`src/rtl/assert_macros.svh`:
```
// assertion macros shared by the rtl files
`ifndef ASSERT_MACROS_SVH
`define ASSERT_MACROS_SVH

// property must hold at every clock edge outside reset
`define TPO_ASSERT(label, clk, rst_n, prop) \
	label: assert property (@(posedge clk) disable iff (!rst_n) prop) \
		else $error("tpo assertion failed");

// expression must never be true outside reset
`define TPO_NEVER(label, clk, rst_n, expr) \
	`TPO_ASSERT(label, clk, rst_n, !(expr))

`endif

```
`src/rtl/tpo_pkg.sv`:
```
// package: types, codes and constants of the tick prescaler with timers
`default_nettype none
package tpo_pkg;

	localparam int TIMER_WIDTH = 16;
	localparam int TIMER_COUNT = 2;

	localparam int MODE_W  = 2;
	localparam int SEL_W   = 2;
	localparam int LOAD_W  = 16;
	localparam int DIV_W   = 8;
	localparam int CFG_IDX_W = 2;
	localparam int EV_W    = 5;

	// operation codes
	localparam logic [MODE_W-1:0] MODE_TICK = 2'd0;
	localparam logic [MODE_W-1:0] MODE_SET  = 2'd1;
	localparam logic [MODE_W-1:0] MODE_POLL = 2'd2;
	localparam logic [MODE_W-1:0] MODE_ACK  = 2'd3;

	// register indexes
	localparam logic [CFG_IDX_W-1:0] CFG_DIV_FIRST  = 2'd0;
	localparam logic [CFG_IDX_W-1:0] CFG_DIV_SECOND = 2'd1;
	localparam logic [CFG_IDX_W-1:0] CFG_DIV_THIRD  = 2'd2;
	localparam logic [CFG_IDX_W-1:0] CFG_DIV_FOURTH = 2'd3;

	// reset values
	localparam logic [DIV_W-1:0] DIV_FIRST_RST  = 8'h0A;
	localparam logic [DIV_W-1:0] DIV_SECOND_RST = 8'h0A;
	localparam logic [DIV_W-1:0] DIV_THIRD_RST  = 8'h05;
	localparam logic [DIV_W-1:0] DIV_FOURTH_RST = 8'h02;
	localparam logic [DIV_W-1:0] CNT_FOURTH_RST = 8'h01;

	// event flag bit positions
	localparam int EV_1MS   = 0;
	localparam int EV_10MS  = 1;
	localparam int EV_100MS = 2;
	localparam int EV_500MS = 3;
	localparam int EV_1S    = 4;

	typedef logic [EV_W-1:0] ev_flags_t;
	typedef logic [TIMER_WIDTH-1:0] tmr_val_t;

	typedef struct packed {
		logic [MODE_W-1:0] mode;
		logic [SEL_W-1:0]  timer_select;
		logic [LOAD_W-1:0] load_value;
	} req_t;

	typedef struct packed {
		logic      accepted;
		logic      expired;
		ev_flags_t events;
	} rsp_t;

	typedef struct packed {
		logic                 wr;
		logic [CFG_IDX_W-1:0] idx;
		logic [DIV_W-1:0]     data;
	} cfg_wr_t;

	typedef struct packed {
		logic tick;
		logic ack;
	} psc_ctl_t;

	typedef struct packed {
		logic             step;
		logic             set;
		logic             poll;
		logic [SEL_W-1:0] sel;
		tmr_val_t         load;
	} tmr_ctl_t;

endpackage
`default_nettype wire

```
`src/rtl/tpo_if.sv`:
```
// channel interfaces: request, response and configuration write
`default_nettype none
interface tpo_req_if;
	logic                         valid;
	logic                         ready;
	logic [tpo_pkg::MODE_W-1:0]   mode;
	logic [tpo_pkg::SEL_W-1:0]    timer_select;
	logic [tpo_pkg::LOAD_W-1:0]   load_value;
	modport source (output valid, mode, timer_select, load_value, input ready);
	modport sink (input valid, mode, timer_select, load_value, output ready);
endinterface

interface tpo_rsp_if;
	logic valid;
	logic ready;
	logic accepted;
	logic expired;
	logic event_1ms;
	logic event_10ms;
	logic event_100ms;
	logic event_500ms;
	logic event_1s;
	modport source (output valid, accepted, expired, event_1ms, event_10ms,
		event_100ms, event_500ms, event_1s, input ready);
	modport sink (input valid, accepted, expired, event_1ms, event_10ms,
		event_100ms, event_500ms, event_1s, output ready);
endinterface

interface tpo_cfg_if;
	logic                            valid;
	logic                            ready;
	logic [tpo_pkg::CFG_IDX_W-1:0]   index;
	logic [tpo_pkg::DIV_W-1:0]       data;
	modport source (output valid, index, data, input ready);
	modport sink (input valid, index, data, output ready);
endinterface
`default_nettype wire

```
`src/rtl/tpo_prescaler.sv`:
```
// divider registers, prescaler cascade and event flags
`default_nettype none
`include "assert_macros.svh"
module tpo_prescaler (
	input  wire logic              clk,
	input  wire logic              arst_n,
	input  wire tpo_pkg::cfg_wr_t  cfg_wr,
	input  wire tpo_pkg::psc_ctl_t ctl,
	output tpo_pkg::ev_flags_t     shown,
	output logic                   step_10ms
);
	logic [tpo_pkg::DIV_W-1:0] div1_q, div2_q, div3_q, div4_q;
	logic [tpo_pkg::DIV_W-1:0] cnt1_q, cnt2_q, cnt3_q, cnt4_q;
	logic [tpo_pkg::DIV_W-1:0] dec1, dec2, dec3, dec4;
	logic                      hit1, hit2, hit3, hit4;
	tpo_pkg::ev_flags_t        flags_q, flags_tick, ack_mask;

	assign dec1 = cnt1_q - 8'd1;
	assign dec2 = cnt2_q - 8'd1;
	assign dec3 = cnt3_q - 8'd1;
	assign dec4 = cnt4_q - 8'd1;
	assign hit1 = (dec1 == '0);
	assign hit2 = hit1 && (dec2 == '0);
	assign hit3 = hit2 && (dec3 == '0);
	assign hit4 = hit3 && (dec4 == '0);

	always_comb begin
		flags_tick = flags_q;
		flags_tick[tpo_pkg::EV_1MS]   = 1'b1;
		flags_tick[tpo_pkg::EV_10MS]  = flags_q[tpo_pkg::EV_10MS] | hit1;
		flags_tick[tpo_pkg::EV_100MS] = flags_q[tpo_pkg::EV_100MS] | hit2;
		flags_tick[tpo_pkg::EV_500MS] = flags_q[tpo_pkg::EV_500MS] | hit3;
		flags_tick[tpo_pkg::EV_1S]    = flags_q[tpo_pkg::EV_1S] | hit4;
		ack_mask = '1;
		ack_mask[tpo_pkg::EV_10MS]  = 1'b0;
		ack_mask[tpo_pkg::EV_100MS] = 1'b0;
		ack_mask[tpo_pkg::EV_500MS] = 1'b0;
	end

	assign shown     = ctl.tick ? flags_tick : flags_q;
	assign step_10ms = ctl.tick && hit1;

	always_ff @(posedge clk or negedge arst_n) begin
		if (!arst_n) begin
			div1_q <= tpo_pkg::DIV_FIRST_RST;
			div2_q <= tpo_pkg::DIV_SECOND_RST;
			div3_q <= tpo_pkg::DIV_THIRD_RST;
			div4_q <= tpo_pkg::DIV_FOURTH_RST;
		end else if (cfg_wr.wr) begin
			unique case (cfg_wr.idx)
				tpo_pkg::CFG_DIV_FIRST:  div1_q <= cfg_wr.data;
				tpo_pkg::CFG_DIV_SECOND: div2_q <= cfg_wr.data;
				tpo_pkg::CFG_DIV_THIRD:  div3_q <= cfg_wr.data;
				tpo_pkg::CFG_DIV_FOURTH: div4_q <= cfg_wr.data;
				default: ;
			endcase
		end
	end

	always_ff @(posedge clk or negedge arst_n) begin
		if (!arst_n) begin
			cnt1_q  <= tpo_pkg::DIV_FIRST_RST;
			cnt2_q  <= tpo_pkg::DIV_SECOND_RST;
			cnt3_q  <= tpo_pkg::DIV_THIRD_RST;
			cnt4_q  <= tpo_pkg::CNT_FOURTH_RST;
			flags_q <= '0;
		end else if (ctl.tick) begin
			cnt1_q  <= hit1 ? div1_q : dec1;
			if (hit1) cnt2_q <= hit2 ? div2_q : dec2;
			if (hit2) cnt3_q <= hit3 ? div3_q : dec3;
			if (hit3) cnt4_q <= hit4 ? div4_q : dec4;
			flags_q <= flags_tick;
		end else if (ctl.ack) begin
			flags_q <= flags_q & ack_mask;
		end
	end

	// a tick always leaves the 1 ms flag set
	`TPO_ASSERT(a_tick_sets_1ms, clk, arst_n, ctl.tick |=> flags_q[tpo_pkg::EV_1MS])
	// the 1 s flag is never cleared once raised
	`TPO_ASSERT(a_1s_sticky, clk, arst_n, flags_q[tpo_pkg::EV_1S] |=> flags_q[tpo_pkg::EV_1S])
	// a 10 ms step only comes from a tick
	`TPO_NEVER(a_step_needs_tick, clk, arst_n, step_10ms && !ctl.tick)

endmodule
`default_nettype wire

```
`src/rtl/tpo_timers.sv`:
```
// one-shot timer bank: set, poll and 10 ms countdown
`default_nettype none
`include "assert_macros.svh"
module tpo_timers (
	input  wire logic              clk,
	input  wire logic              arst_n,
	input  wire tpo_pkg::tmr_ctl_t ctl,
	output logic                   accepted,
	output logic                   expired
);
	logic                                running_q [tpo_pkg::TIMER_COUNT];
	tpo_pkg::tmr_val_t                   value_q   [tpo_pkg::TIMER_COUNT];
	logic [tpo_pkg::TIMER_COUNT-1:0]     hit, fire, run_vec;

	always_comb begin
		for (int i = 0; i < tpo_pkg::TIMER_COUNT; i++) begin
			hit[i]     = (int'(ctl.sel) == i);
			fire[i]    = ctl.poll && hit[i] && running_q[i] && (value_q[i] == '0);
			run_vec[i] = running_q[i];
		end
	end

	assign accepted = ctl.set && (int'(ctl.sel) < tpo_pkg::TIMER_COUNT);
	assign expired  = |fire;

	always_ff @(posedge clk or negedge arst_n) begin
		if (!arst_n) begin
			for (int i = 0; i < tpo_pkg::TIMER_COUNT; i++) begin
				running_q[i] <= 1'b0;
				value_q[i]   <= '0;
			end
		end else begin
			for (int i = 0; i < tpo_pkg::TIMER_COUNT; i++) begin
				if (ctl.set && hit[i]) begin
					running_q[i] <= (ctl.load != '0);
					value_q[i]   <= ctl.load;
				end else begin
					if (fire[i]) running_q[i] <= 1'b0;
					if (ctl.step && value_q[i] != '0)
						value_q[i] <= value_q[i] - tpo_pkg::tmr_val_t'(1);
				end
			end
		end
	end

	// an expiry report always retires one running timer
	`TPO_ASSERT(a_expiry_retires, clk, arst_n, expired |=> $countones(run_vec) < $past($countones(run_vec)))
	// only one operation reaches the bank at a time
	`TPO_NEVER(a_one_op, clk, arst_n, (ctl.set && ctl.poll) || (ctl.step && (ctl.set || ctl.poll)))

endmodule
`default_nettype wire

```
`src/rtl/tick_prescaler_with_oneshot_timers_core.sv`:
```
// top level: request register, prescaler, timer bank and response register
// an accepted item waits in the request register; its response is held in the response register
// throughput: one item per cycle while the response side does not stall; the two registers overlap work
// a stalled response holds only the request register, which fills and then stalls the input
// config writes take effect at once and are always ready
// reset: asynchronous active-low arst_n presets dividers and counters and clears flags, timers and valids
`default_nettype none
`include "assert_macros.svh"
module tick_prescaler_with_oneshot_timers_core (
	input  wire logic clk,
	input  wire logic arst_n,
	tpo_req_if.sink   req,
	tpo_rsp_if.source rsp,
	tpo_cfg_if.sink   cfg
);
	// request register (stage 1)
	logic            req_v_s1;
	tpo_pkg::req_t   req_s1;
	// response register (stage 2)
	logic            rsp_v_s2;
	tpo_pkg::rsp_t   rsp_s2;

	logic               adv;
	tpo_pkg::cfg_wr_t   cfg_wr;
	tpo_pkg::psc_ctl_t  psc_ctl;
	tpo_pkg::tmr_ctl_t  tmr_ctl;
	tpo_pkg::ev_flags_t shown;
	logic               step_10ms;
	logic               accepted;
	logic               expired;

	// stage 1 item moves into the response register when that register is free or draining
	assign adv       = req_v_s1 && (!rsp_v_s2 || rsp.ready);
	assign req.ready = !req_v_s1 || adv;
	assign cfg.ready = 1'b1;

	always_ff @(posedge clk or negedge arst_n) begin
		if (!arst_n) begin
			req_v_s1 <= 1'b0;
		end else if (req.ready) begin
			req_v_s1 <= req.valid;
		end
	end

	always_ff @(posedge clk) begin
		if (req.ready && req.valid) begin
			req_s1.mode         <= req.mode;
			req_s1.timer_select <= req.timer_select;
			req_s1.load_value   <= req.load_value;
		end
	end

	// counter, flag and timer state only changes when the item leaves stage 1; divider writes do not wait
	always_comb begin
		cfg_wr.wr     = cfg.valid;
		cfg_wr.idx    = cfg.index;
		cfg_wr.data   = cfg.data;
		psc_ctl.tick  = adv && (req_s1.mode == tpo_pkg::MODE_TICK);
		psc_ctl.ack   = adv && (req_s1.mode == tpo_pkg::MODE_ACK);
		tmr_ctl.step  = step_10ms;
		tmr_ctl.set   = adv && (req_s1.mode == tpo_pkg::MODE_SET);
		tmr_ctl.poll  = adv && (req_s1.mode == tpo_pkg::MODE_POLL);
		tmr_ctl.sel   = req_s1.timer_select;
		tmr_ctl.load  = tpo_pkg::tmr_val_t'(req_s1.load_value);
	end

	tpo_prescaler u_prescaler (
		.clk       (clk),
		.arst_n    (arst_n),
		.cfg_wr    (cfg_wr),
		.ctl       (psc_ctl),
		.shown     (shown),
		.step_10ms (step_10ms)
	);

	tpo_timers u_timers (
		.clk      (clk),
		.arst_n   (arst_n),
		.ctl      (tmr_ctl),
		.accepted (accepted),
		.expired  (expired)
	);

	always_ff @(posedge clk or negedge arst_n) begin
		if (!arst_n) begin
			rsp_v_s2 <= 1'b0;
		end else if (adv) begin
			rsp_v_s2 <= 1'b1;
		end else if (rsp.ready) begin
			rsp_v_s2 <= 1'b0;
		end
	end

	// flags shown are post-tick for a tick and pre-clear for an acknowledge
	always_ff @(posedge clk) begin
		if (adv) begin
			rsp_s2.accepted <= accepted;
			rsp_s2.expired  <= expired;
			rsp_s2.events   <= shown;
		end
	end

	assign rsp.valid       = rsp_v_s2;
	assign rsp.accepted    = rsp_s2.accepted;
	assign rsp.expired     = rsp_s2.expired;
	assign rsp.event_1ms   = rsp_s2.events[tpo_pkg::EV_1MS];
	assign rsp.event_10ms  = rsp_s2.events[tpo_pkg::EV_10MS];
	assign rsp.event_100ms = rsp_s2.events[tpo_pkg::EV_100MS];
	assign rsp.event_500ms = rsp_s2.events[tpo_pkg::EV_500MS];
	assign rsp.event_1s    = rsp_s2.events[tpo_pkg::EV_1S];

	// a blocked stage 1 item keeps its slot
	`TPO_ASSERT(a_s1_hold, clk, arst_n, (req_v_s1 && !adv) |=> req_v_s1)
	// a result register holding an unaccepted item is never overwritten
	`TPO_NEVER(a_no_overwrite, clk, arst_n, adv && rsp_v_s2 && !rsp.ready)

endmodule
`default_nettype wire

```
`src/flat_wrapper.sv`:
```
// flat-port wrapper written by rule: the top's interface ports become plain ports
module tick_prescaler_with_oneshot_timers_core_flat 
  (clk, arst_n, req_valid, req_mode, req_timer_select, req_load_value, req_ready, rsp_valid, rsp_accepted, rsp_expired, rsp_event_1ms, rsp_event_10ms, rsp_event_100ms, rsp_event_500ms, rsp_event_1s, rsp_ready, cfg_valid, cfg_index, cfg_data, cfg_ready);
  tpo_req_if req_i ();
  tpo_rsp_if rsp_i ();
  tpo_cfg_if cfg_i ();
  input  wire logic clk;
  input  wire logic arst_n;
  input wire logic [$bits(req_i.valid)-1:0] req_valid;
  input wire logic [$bits(req_i.mode)-1:0] req_mode;
  input wire logic [$bits(req_i.timer_select)-1:0] req_timer_select;
  input wire logic [$bits(req_i.load_value)-1:0] req_load_value;
  output wire logic [$bits(req_i.ready)-1:0] req_ready;
  output wire logic [$bits(rsp_i.valid)-1:0] rsp_valid;
  output wire logic [$bits(rsp_i.accepted)-1:0] rsp_accepted;
  output wire logic [$bits(rsp_i.expired)-1:0] rsp_expired;
  output wire logic [$bits(rsp_i.event_1ms)-1:0] rsp_event_1ms;
  output wire logic [$bits(rsp_i.event_10ms)-1:0] rsp_event_10ms;
  output wire logic [$bits(rsp_i.event_100ms)-1:0] rsp_event_100ms;
  output wire logic [$bits(rsp_i.event_500ms)-1:0] rsp_event_500ms;
  output wire logic [$bits(rsp_i.event_1s)-1:0] rsp_event_1s;
  input wire logic [$bits(rsp_i.ready)-1:0] rsp_ready;
  input wire logic [$bits(cfg_i.valid)-1:0] cfg_valid;
  input wire logic [$bits(cfg_i.index)-1:0] cfg_index;
  input wire logic [$bits(cfg_i.data)-1:0] cfg_data;
  output wire logic [$bits(cfg_i.ready)-1:0] cfg_ready;
  assign req_i.valid = req_valid;
  assign req_i.mode = req_mode;
  assign req_i.timer_select = req_timer_select;
  assign req_i.load_value = req_load_value;
  assign req_ready = req_i.ready;
  assign rsp_valid = rsp_i.valid;
  assign rsp_accepted = rsp_i.accepted;
  assign rsp_expired = rsp_i.expired;
  assign rsp_event_1ms = rsp_i.event_1ms;
  assign rsp_event_10ms = rsp_i.event_10ms;
  assign rsp_event_100ms = rsp_i.event_100ms;
  assign rsp_event_500ms = rsp_i.event_500ms;
  assign rsp_event_1s = rsp_i.event_1s;
  assign rsp_i.ready = rsp_ready;
  assign cfg_i.valid = cfg_valid;
  assign cfg_i.index = cfg_index;
  assign cfg_i.data = cfg_data;
  assign cfg_ready = cfg_i.ready;
  tick_prescaler_with_oneshot_timers_core u_core (.clk(clk), .arst_n(arst_n), .req(req_i), .rsp(rsp_i), .cfg(cfg_i));
endmodule
```
`config.mk`:
```
export PLATFORM = sky130hd
export DESIGN_NAME = tick_prescaler_with_oneshot_timers_core_flat
export DESIGN_NICKNAME = d
export VERILOG_FILES = /design/src/rtl/tpo_pkg.sv /design/src/rtl/tpo_if.sv /design/src/rtl/tpo_prescaler.sv /design/src/rtl/tpo_timers.sv /design/src/rtl/tick_prescaler_with_oneshot_timers_core.sv /design/src/flat_wrapper.sv
export VERILOG_INCLUDE_DIRS = /design/src /design/src/rtl
export SDC_FILE = /design/constraint.sdc
export NUM_CORES = 1
export LEC_CHECK = 0
export BUFFER_PORTS_ARGS = -buffer_cell sky130_fd_sc_hd__buf_2
export CELL_PAD_IN_SITES_DETAIL_PLACEMENT = 1
export CELL_PAD_IN_SITES_GLOBAL_PLACEMENT = 1
export CORE_MARGIN = 2
export CORE_UTILIZATION = 52
export CTS_BUF_LIST = sky130_fd_sc_hd__clkbuf_8 sky130_fd_sc_hd__clkbuf_16
export DETAILED_ROUTE_END_ITERATION = 8
export PLACE_DENSITY = 0.89
export SYNTH_ARGS = -nofsm -noshare
export SYNTH_HDL_FRONTEND = slang
export SYNTH_HIERARCHICAL = 1
export SYNTH_SLANG_ARGS = --single-unit
```
`constraint.sdc`:
```
create_clock -name clk -period 6.73 [get_ports clk]
set_input_delay 1.346 -clock clk [delete_from_list [all_inputs] [get_ports clk]]
set_output_delay 1.346 -clock clk [all_outputs]
set_load 0.02 [all_outputs]
```
; ---- Yosys cells after proc, flatten, opt, wreduce, memory -nomap -nowiden
; Cells that the tools add are included.
[totals]
input_bits = 35
regBits = 132
[classes]
reduce_logical = 51
n_mux = 17
n_lt_le_gt_ge = 1
n_addsub = 6
bitwise = 4
n_eq_ne = 7
[op_table]
columns = operator, count
row1 = two-way mux 16 bit, 4
row2 = nonzero test 16 bit, 3
row3 = logical NOT 16 bit, 2
row4 = logical NOT 8 bit, 4
row5 = two-way mux 8 bit, 4
row6 = subtractor 16 x 1 -> 16 bit (second input constant), 2
row7 = subtractor 8 x 1 -> 8 bit (second input constant), 4
row8 = logical AND 1 bit, 21
row9 = AND reduction 2 bit, 7
row10 = nonzero test 2 bit, 6
row11 = == test 2 bit (second input constant), 5
row12 = two-way mux 5 bit, 2
row13 = logical NOT 2 bit, 3
row14 = two-way mux 1 bit, 6
row15 = == test 2 x 1 -> 1 bit (second input constant), 2
row16 = two-way mux 4 bit, 1
row17 = OR 1 bit, 4
row18 = logical NOT 1 bit, 2
row19 = logical OR 1 bit, 2
row20 = < comparator 2 bit (second input constant), 1
row21 = OR reduction 2 bit, 1

; ---- Logic depth before layout (Yosys ltp)
; Gate-level depths: netlist of the first run.
[depth]
ltp_word = 9
mapped_depth = 15
depth_no_buf = 12

; ---- Modules after synthesis
; The synthesis of the first run kept the hierarchy.
[by_module_without_submodules]
columns = module, area_per_inst_um2, cells_per_inst, n_inst
row1 = tpo_prescaler, 3579.7, 333, 1
row2 = tpo_timers, 2084.5, 248, 1
row3 = tick_prescaler_with_oneshot_timers_core, 984.7, 43, 1

; ---- Worst setup path after synthesis of the first run
; No wires, ideal clock.
[synth_timing]
kind = input to register
from = input rsp_ready
to = register u_core/u_timers/value_q[15] (netlist bit)
setup_ns = 0.137
required_ns = 6.593
path_stages = 15
arrival_ns = 4.278
setup_slack_ns = 2.315
cell_sequence = nor2b_4 > buf_6 > nor4b_2 > buf_2 > clkinv_1 > nor3_1 > nand2_1 > inv_1 > buf_2 > or4b_4 > or3_1 > buf_2 > nor4_4 > mux2i_1 > a21oi_1
[synth_rtl]
columns = item, line
row1 = from (decl), flat_wrapper.sv:22  ; input wire logic [$bits(rsp_i.ready)-1:0] rsp_ready;
row2 = "to (signal, indexed assignment)", tpo_timers.sv:36  ; value_q[i] <= ctl.load;
row3 = "to (signal, indexed assignment)", tpo_timers.sv:40  ; value_q[i] <= value_q[i] - tpo_pkg::tmr_val_t'(1);
row4 = to (decl), tpo_timers.sv:12  ; tpo_pkg::tmr_val_t value_q [tpo_pkg::TIMER_COUNT];

==> summary.md, run 1 <==
| Metric | Value |
|---|---|
| Status | complete, no violations |
| Chip Width | 117 um |
| Final antenna-violating net count | 0 |
| # IOs | 45 |
| Final Cell Area | 7560 um2 |
| Worst Tran Pin Value | 1150 ps |
| Critical path endpoint category | flip-flop |
| Vias in the first global route | 5534 |
| Min Clock Period, post-route | 4950 ps |
| Most frequent cell after synthesis | dfrtp_1 |
| Crit path max-delay family | simple AND/OR/NAND/NOR gates |
| CP Buf/Inv Count | 4 |
| Largest Register | u_core/u_timers/value_q |
| Sequential area share after synthesis | 52.0% |
| GR Overflow Total | 0 |
| Drt total wl | 18.1 mm |
| Crit share post-route | 73.6% |
| WP data arrival | 5210 ps |
| Area grow syn2layout | 13.7% |
| Commonest cells post-synth | dfrtp_1 (91), nor2_1 (55), a21oi_1 (43) |
| Post-DP HPWL | 12.7 mm |
| Largest net degree at the start of global routing | 61 |
| Layout cells sized above 1 | 21.1% |
| Syn_nets | 669 |
| Router iterations before antenna repair | 4 |
| First-pass GRT wire length | 28.8 mm |
| CP Data Required Time | 6980 ps |
| Max Fclk | 0.202 GHz |
| Die Ht | 117 um |
| CTS Buffer Depth | 2 |
| # Max-Cap Violations | 0 |
| Ranking of synthesized cells by area | dfrtp_1 (34%), edfxtp_1 (12%), dfstp_2 (5.5%) |
| GRT Total Usage | 28.0% |
| Setup tns final | 0 ps |
| WL per Instance | 21.2 um |
| Post-cts sizing count | 0 |
| Num CTS Buffers | 17 |
| Leak | 0.00306 uW |
| Pwr Density | 312 nW/um2 |
| Skew-Pair Late Insertion Delay | 420 ps |
| Cell Area, Synth | 6650 um2 |
| Seq. cell area | 3460 um2 |
| Core ar. | 12600 um2 |
| Remaining DRCs | 0 |
| Top flop regs | u_core/u_timers/value_q: 32 flops, u_core/req_s1: 20 flops |
| DR vias | 5224 |
| Synth area leader | dfrtp_1 |
| Worst vdd ir | 0.000210 V |
| Clock H-tree levels | 4 |
| Critical Path Slowest Stage Cell | inv_1 |
| Area occupied by multi-input gates | 3020 um2 |
| Crit-path max cell delay | 590 ps |
| Syn avg cell area | 10.7 um2 |
| WS Path Type | in2reg |
| Synth unique cells | 77 |
| Synth async-reset ratio | 79.5% |
| CTS tree | built |
| Final core occ | 60.1% |
| Setup Slack @ Placement | 1400 ps |
| Hold Buf Count CTS | 0 |
| CP Cell Sequence | buf_2, nor2b_4, nor4b_2, buf_4, clkinv_1, nor3_1, nand2_1, inv_1, or4b_4, or3_1, nor4_4, mux2i_1, a21oi_1 |
| Worst min path class | reg2reg |
| FP Rows | 41 |
| # clock sinks | 132 |
| Post-DR vias/cell | 6.12 |
| Post-CTS Setup Bufs | 0 |
| Max Slew Vio Count | 0 |
| GPL Wtd Cong | 0.870 |
| Worst slew margin | 22.7% |
| CP Max Fanout | 22 |
| Clock skew | 12.2 ps |
| Synth warn | 6 |
| RSZ-0062 raised after global routing | no |
| Die area | 13700 um2 |
| Filler cells | 1350 |
| Most used DFF post-synth | dfrtp_1 |
| Final Total Pwr | 2360 uW |
| Synth top area share | 34.2% |
| Flip-flop and latch count after synthesis | 132 |
| Clock Pin Slew Worst Setup and Hold Paths | 60 ps |
| Setup crit start kind | input port |
| I/O Buffers | 43 |
| Final setup fails | 0 |
| Placed Instance Area | 7010 um2 |
| Clk root buf | clkbuf_16 |
| Initial DRC Count | 314 |
| Final Hold Fails | 0 |
| Gate Count Post-Synth | 624 |
| Initial Util | 52.9% |
| Largest register FFs | 32 |
| Nets | 714 |
| ANT cells | 0 |
| Initial antenna violation count | 0 |
| PnR worst setup slack | 1780 ps |
| Post-synth EDFFs | 27 |
## power breakdown
| group | internal (uW) | total, uW | switching [uW] |
|---|---|---|---|
| combinational | 179 | 413 | 234 |
| clock | 510 | 841 | 331 |
| sequential | 968 | 1110 | 139 |
| total | 1660 | 2360 | 704 |
## final timing paths
path                                                  from                           end  slack [ps]  cells after the start
worst max-delay path                             rsp_ready   u_core/u_timers/value_q[15]        1780                     13
worst min register to register  u_core/u_timers/run_vec[1]    u_core/u_timers/run_vec[1]         490                      1
min in group asynchronous                           arst_n  u_core/u_prescaler/cnt4_q[2]         950                      1
worst min-delay path            u_core/u_timers/run_vec[1]    u_core/u_timers/run_vec[1]         490                      1
max in group asynchronous                           arst_n   u_core/u_timers/value_q[31]        4560                      2
worst max register to register            u_core/rsp.valid   u_core/u_timers/value_q[15]        2330                     12
## logic make-up after synthesis
group                    after synthesis  synth area share, %
other                                  1               0.0564
XOR/XNOR                              19                 2.50
AND/OR/NAND/NOR                      232                 20.0
AO/OA/AOI/OAI                        153                 15.0
flip-flops                           132                 52.0
multiplexers                          35                 5.87
buffers and inverters                 42                 2.71
adder cells (fa/ha/maj)               10                 1.88
## placed cells by master (no fill, tap or decap), drive strengths merged, types with 7 or more instances in the layout
| cell | count |
|---|---|
| dfrtp | 91 |
| nor2 | 57 |
| buf | 47 |
| a21oi | 43 |
| nand2 | 41 |
| o21ai | 37 |
| mux2 | 32 |
| inv | 27 |
| edfxtp | 27 |
| nor3 | 23 |
| clkbuf | 21 |
| nand3 | 18 |
| xor2 | 14 |
| dfstp | 14 |
| nor4 | 14 |
| or3 | 13 |
| a31oi | 10 |
| o31ai | 10 |
| ha | 10 |
| nand4 | 9 |
| or2 | 8 |
| a21o | 7 |
| nor3b | 7 |
## layer usage
metal  track usage (%)  vias up  wire, um
met4              11.3        0       588
met2              51.1      122      9650
li1                  -     2402         -
met5                 0        -         0
met1              31.8     2663      7190
met3              6.28       37       643
## final cells by class
type | count | share of cell area (%)
clock buffer | 21 | 6.51
clock inverter | 11 | 0.679
inverter | 21 | 1.04
multi-input combinational | 450 | 39.9
sequential | 132 | 45.7
tap | 172 | 2.85
timing repair buffer | 47 | 3.28
## metrics by stage
step / std cells / hold WS (ps)
global route: 854 / 521
detailed placement: 822 / 459
finish: 854 / 488
global placement: 822 / 439
CTS: 854 / 484
floorplan: 624 / 427
No activity file was read; power rests on OpenSTA's default activity.
==> inputs of run 2 (changes only) <==
Settings changed: CORE_UTILIZATION 52 to 48, PLACE_DENSITY 0.89 to 0.83.
Clock period 6.73 ns to 4.81 ns, I/O delays scaled along.
==> run 2 against run 1 <==
Utilization fell by 4.5 points. Worst setup slack got worse by 860 ps. Critical path depth did not move. Worst hold slack got worse by 17 ps. Die area rose by 8.0%. Design area rose by 1.0%. Combinational power rose by 38%. Cell count rose by 1.2%. Register-to-register slack got worse by 1400 ps. First-iteration DRC count fell by 3.8%.
==> summary.md, run 2 (synthesis gave the netlist of run 1 again) <==
| Metric | Value |
|---|---|
| Worst hold stages | 1 (unchanged) |
| CP Buf/Inv Count | 3 (-1) |
| Remaining DRCs | 0 (unchanged) |
| Layout cells sized above 1 | 21.9% (+0.82 points) |
| Vias in the first global route | 5603 (+1.2%) |
| Clock H-tree levels | 4 (unchanged) |
| Initial antenna violation count | 0 (unchanged) |
| Top flop regs | u_core/u_timers/value_q: 32 flops, u_core/req_s1: 20 flops |
| Num CTS Buffers | 17 (unchanged) |
| Max Slew Vio Count | 0 (unchanged) |
| Critical Path Slowest Stage Cell | or4b_1 |
| # Max-Cap Violations | 0 (unchanged) |
| Worst min path class | reg2reg |
| Post-DP HPWL | 11.8 mm (-7.1%) |
| # IOs | 45 (unchanged) |
| First-pass GRT wire length | 28.3 mm (-1.7%) |
| Post-cts sizing count | 0 (unchanged) |
| Crit path max-delay family | simple AND/OR/NAND/NOR gates |
| Setup tns final | 0 ps (unchanged) |
| Setup slack, reg-to-reg | 910 ps (-1420 ps) |
| Min Clock Period, post-route | 3900 ps |
| WP data arrival | 4190 ps (-1020 ps) |
| I/O Buffers | 43 (unchanged) |
| Setup crit start kind | flip-flop |
| Hold path start | u_core/u_prescaler/flags_q[0] |
| Core ar. | 13700 um2 (+9.2%) |
| RSZ-0062 raised after global routing | no |
| WS Path Type | reg2reg |
| Critical path endpoint category | flip-flop |
| Stages on the worst setup path | 13 (unchanged) |
| ANT cells | 0 (unchanged) |
| Largest register FFs | 32 (unchanged) |
| Pwr Density | 446 nW/um2 (+43%) |
| Area occupied by multi-input gates | 3020 um2 (unchanged) |
| Most common cell after layout, fill and taps aside | dfrtp_1 |
| CTS Buffer Depth | 2 (unchanged) |
| Crit share post-route | 81.0% |
| Clock skew | 11.1 ps (-1.05 ps) |
| Reg-to-Reg End | u_core/u_timers/value_q[27] |
| Chip Width | 122 um (+3.9%) |
| Final Hold Fails | 0 (unchanged) |
| Final antenna-violating net count | 0 (unchanged) |
| Skew-Pair Late Insertion Delay | 420 ps (about the same) |
| Status | complete, no violations |
| Crit-path max cell delay | 550 ps (-40 ps) |
| CP Cell Sequence | inv_1, ha_1, nor3b_2, xor2_1, a211oi_2, nand2_1, inv_1, buf_4, or4b_1, nor4_2, nand3b_1, xor2_1, o21ai_1 |
| Clock Pin Slew Worst Setup and Hold Paths | 60 ps (about the same) |
| Hold Path Sink | u_core/u_prescaler/flags_q[0] |
| CTS tree | built |
| Max Fclk | 0.257 GHz |
| GRT Total Usage | 24.7% (-3.4 points) |
| CP Launch Point | u_core/u_prescaler/cnt1_q[0] |
| Die Ht | 122 um (+3.9%) |
| GR Overflow Total | 0 (unchanged) |
| Leak | 0.00308 uW (+0.62%) |
| DR vias | 5223 (-0.019%) |
| Most frequent cells in the layout | dfrtp_1 (91), nor2_1 (55), a21oi_1 (43) |
| WL per Instance | 20.0 um (-5.5%) |
| Drt total wl | 17.3 mm (-4.4%) |
| Largest Register | u_core/u_timers/value_q |
| Hold Buf Count CTS | 0 (unchanged) |
| Filler cells | 1507 (+12%) |
| Post-DR vias/cell | 6.05 (-1.2%) |
| Worst Tran Pin Value | 1150 ps (-1.66 ps) |
| Initial DRC Count | 302 (-3.8%) |
| Final setup fails | 0 (unchanged) |
| Clk root buf | clkbuf_16 |
| WHS | 471 ps (-17.2 ps) |
| CP Max Fanout | 21 (-4.5%) |
| Post-CTS Setup Bufs | 0 (unchanged) |
| CP Data Required Time | 5110 ps (-1870 ps) |
| FP Rows | 43 (+4.9%) |
| Die area | 14800 um2 (+8.0%) |
| Area grow syn2layout | 14.8% |
| # clock sinks | 132 (unchanged) |
| Reg2reg path depth | 13 (+1) |
| Router iterations before antenna repair | 4 (unchanged) |
| Seq. cell area | 3460 um2 (unchanged) |
| Nets | 716 (+0.28%) |
| Worst vdd ir | 0.000277 V (+32%) |
| Initial Util | 48.5% (-4.4 points) |
| GPL Wtd Cong | 0.862 (-0.95%) |
| Worst slew margin | 22.8% (+0.11 points) |
| RR Startpoint | u_core/u_prescaler/cnt1_q[0] |
| Largest net degree at the start of global routing | 75 (+23%) |
## run 2: changes by cell type in the layout (fill, tap and decap cells not counted), sizes merged
cell	previous run	this run
inv	27	23
buf	47	49
bufinv	0	1
clkbuf	21	22
clkinv	3	4
clkinvlp	2	3
## run 2: power by group
group	switching (uW)	internal [uW]	leakage (uW)
sequential	197	1350	0.00151
clock	481	805	0.000298
combinational	319	250	0.00127
total	998	2410	0.00308
## run 2: per-stage QoR
| step | std cells | setup WS (ps) | power [uW] | area, um2 | util [%] |
|---|---|---|---|---|---|
| floorplan | 624 | 779 | 1920 | 6650 | - |
| global placement | 832 | 869 | 2060 | 7040 | 51.3 |
| detailed placement | 832 | 713 | 2120 | 7040 | 51.3 |
| CTS | 864 | 970 | 3430 | 7630 | 55.6 |
| global route | 864 | 640 | 3570 | 7630 | 55.6 |
| finish | 864 | 913 | 3410 | 7630 | 55.6 |
## run 2: per-layer routing
| metal | vias to the layer above | routed length [um] | track usage, % |
|---|---|---|---|
| met5 | - | 0 | 0 |
| met4 | 0 | 404 | 10.6 |
| met3 | 29 | 488 | 5.57 |
| met2 | 91 | 9210 | 43.8 |
| met1 | 2703 | 7160 | 28.7 |
| li1 | 2400 | - | - |
## run 2: layout make-up
type / count / area share [%]
Inverter: 21 / 1.03
Clock inverter: 10 / 1.03
Clock buffer: 22 / 6.77
Timing Repair Buffer: 49 / 3.44
Multi-Input combinational cell: 450 / 39.5
Sequential cell: 132 / 45.3
Tap cell: 180 / 2.95
## run 2: how the worst max path moves through the flow
stage / end / slack, ps
2_1_floorplan: u_core/u_timers/value_q[15] / 780
3_3_place_gp: u_core/u_timers/value_q[31] / 870
3_5_place_dp: u_core/u_timers/value_q[23] / 710
4_1_cts: u_core/u_timers/value_q[27] / 970
5_1_grt: u_core/u_timers/value_q[27] / 640
6_report: u_core/u_timers/value_q[27] / 910
==> inputs of run 3 (changes only) <==
Clock period 4.81 ns to 3.7 ns, I/O delays scaled along.
==> run 3 against run 2 <==
Worst setup slack lost 680 ps. Sequential power grew 30%. Clock skew rose by 3.4 ps. Maximum frequency up 12%. Critical path type unchanged.
==> summary.md, run 3 (synthesis gave the netlist of run 1 again) <==
| Metric | Value |
|---|---|
| Status | complete, no violations |
| Crit share post-route | 93.6% (+13 points) |
| Int Pwr | 3220 uW (+34%) |
| Drt total wl | 17.3 mm (about the same) |
| Skew-Pair Late Insertion Delay | 440 ps (+20 ps) |
| First-pass GRT wire length | 28.3 mm (about the same) |
| Clock H-tree levels | 4 (unchanged) |
| Final Cell Area | 7740 um2 (+1.4%) |
| Core ar. | 13700 um2 (unchanged) |
| Post-cts sizing count | 0 (unchanged) |
| WS Path Type | reg2reg |
| GPL Wtd Cong | 0.839 (-2.6%) |
| Worst min path class | in2async |
| RSZ-0062 raised after global routing | no |
| Combinational share of power | 16.3% (-0.4 points) |
| Largest register FFs | 32 (unchanged) |
| Register share of total power | 44.2% (-1.3 points) |
| Router iterations before antenna repair | 4 (unchanged) |
| Post-DR vias/cell | 5.99 (-0.94%) |
| Initial antenna violation count | 0 (unchanged) |
| Remaining DRCs | 0 (unchanged) |
| Most frequent cells in the layout | dfrtp_1 (91), nor2_1 (55), a21oi_1 (43) |
| Setup tns final | 0 ps (unchanged) |
| Max Slew Vio Count | 0 (unchanged) |
| Worst vdd ir | 0.000388 V (+40%) |
| Critical path endpoint category | flip-flop |
| GRT Total Usage | 25.1% (+0.46 points) |
| Min Clock Period, post-route | 3460 ps (-432 ps) |
| Max Fclk | 0.289 GHz (+12%) |
| Top flop regs | u_core/u_timers/value_q: 32 flops, u_core/req_s1: 20 flops |
| Setup crit start kind | flip-flop |
| Most common cell after layout, fill and taps aside | dfrtp_1 |
| RR Startpoint | u_core/u_prescaler/cnt1_q[1] |
| I/O Buffers | 43 (unchanged) |
| # IOs | 45 (unchanged) |
| Crit path max-delay family | simple AND/OR/NAND/NOR gates |
| Crit-path max cell delay | 590 ps (+40 ps) |
| Largest net degree at the start of global routing | 106 (+41%) |
| Largest Register | u_core/u_timers/value_q |
| Seq. cell area | 3460 um2 (unchanged) |
| Worst Tran Pin Value | 1090 ps (-57.6 ps) |
| P_sw | 1340 uW (+34%) |
| DR vias | 5204 (-0.36%) |
| Layout cells sized above 1 | 23.2% (+1.3 points) |
| Area grow syn2layout | 16.4% |
| Clock Pin Slew Worst Setup and Hold Paths | 60 ps (about the same) |
| GR Overflow Total | 0 (unchanged) |
| Clock Power Share | 39.5% (+1.7 points) |
| Clock skew | 14.5 ps (+3.35 ps) |
| Switching share of power | 29.4% (+0.087 points) |
| FP Rows | 43 (unchanged) |
| Hold Buf Count CTS | 0 (unchanged) |
| WL per Instance | 19.9 um (-0.51%) |
| CTS Buffer Depth | 2 (unchanged) |
| Final setup fails | 0 (unchanged) |
| Vias in the first global route | 5587 (-0.29%) |
| CTS tree | built |
| Chip Width | 122 um (unchanged) |
| Setup slack, reg-to-reg | 240 ps (-680 ps) |
| Final Hold Fails | 0 (unchanged) |
| Placed Instance Area | 7100 um2 (+0.80%) |
| Filler cells | 1499 (-0.53%) |
| Nets | 721 (+0.70%) |
| Post-DP HPWL | 11.5 mm (-2.8%) |
| Final antenna-violating net count | 0 (unchanged) |
| Leak | 0.00310 uW (+0.85%) |
| Most frequent CP cell | inv_1 |
| CP Max Fanout | 21 (unchanged) |
| Area occupied by multi-input gates | 3040 um2 (+0.66%) |
| Post-CTS Setup Bufs | 0 (unchanged) |
| ANT cells | 0 (unchanged) |
| CP Buf/Inv Count | 3 (unchanged) |
| Final Total Pwr | 4570 uW (+34%) |
| Die area | 14800 um2 (unchanged) |
| Clk root buf | clkbuf_16 |
| Critical Path Slowest Stage Cell | dfstp_2 |
| Die Ht | 122 um (unchanged) |
| CP Data Required Time | 4010 ps (-1100 ps) |
| Initial DRC Count | 288 (-4.6%) |
| # Max-Cap Violations | 0 (unchanged) |
| Worst slew margin | 26.6% (+3.9 points) |
| Initial Util | 48.5% (unchanged) |
| Num CTS Buffers | 17 (unchanged) |
| Reg-to-Reg End | u_core/u_timers/value_q[25] |
| # clock sinks | 132 (unchanged) |
| CP Cell Sequence | inv_1, ha_1, nor3b_4, xor2_1, a211oi_2, nand2_1, inv_1, buf_4, or4b_1, or3_1, o31ai_1, a21oi_1 |
| Pwr Density | 590 nW/um2 (+32%) |
| Reg2reg path depth | 12 (-1) |
| WHS | 384 ps (-86.2 ps) |
| WP data arrival | 3770 ps (-420 ps) |
| Final core occ | 56.4% (+0.78 points) |
==> run 3: cell types whose count changed in the layout (fill, tap and decap cells not counted), sizes merged <==
cell      delta
clkinv       +1
bufinv       +3
clkbuf       -5
inv          -1
clkinvlp     +2
buf          +5
==> run 3: how the worst max path moves through the flow <==
stage | depth (start not counted) | end | from | slack (ps)
floorplan | 15 | u_core/u_timers/value_q[15] | rsp_ready | 90
global placement | 13 | u_core/u_timers/value_q[31] | rsp_ready | 360
detailed placement | 12 | u_core/u_timers/value_q[23] | rsp_ready | 220
CTS | 12 | u_core/u_timers/value_q[23] | u_core/u_prescaler/cnt1_q[1] | 260
global route | 12 | u_core/u_timers/value_q[23] | u_core/u_prescaler/cnt1_q[0] | 20
finish | 12 | u_core/u_timers/value_q[25] | u_core/u_prescaler/cnt1_q[1] | 240
==> run 3: cell type report <==
class	count	share of cell area, %
Tap cell	180	2.91
Clock inverter	15	2.67
Inverter	21	1.03
Multi-Input combinational cell	450	39.2
Sequential cell	132	44.6
Timing Repair Buffer	54	4.04
Clock buffer	17	5.49
==> run 3: per-stage QoR <==
stage / std cells / worst slack, ps
after floorplan: 624 / 88.5
after global placement: 837 / 358
after detailed placement: 837 / 221
after CTS: 869 / 263
after global routing: 869 / 24.3
final: 869 / 235
==> run 3: metal layers <==
layer	track usage (%)	routed length, um	up-vias
met3	5.06	430	21
li1	-	-	2410
met4	9.77	239	0
met2	45.5	9460	73
met5	0	0	-
met1	29.2	7150	2700
==> run 3: worst reg2reg max path: cells and delay by family, from the launching register on <==
kind / cells / cell delay [ps]
compound gates: 3 / 630
buf+inv: 3 / 440
flops: 1 / 590
fa+ha+maj: 1 / 220
simple gates: 4 / 1280
xor+xnor: 1 / 190
==> run 3: power groups by stage <==
stage          sequential [uW]  clock [uW]  combinational, uW
2_1_floorplan             1960           0                535
3_3_place_gp              2000           0                680
3_5_place_dp              2020           0                725
4_1_cts                   2010        1830                743
5_1_grt                   2050        1890                838
6_report                  2020        1800                746
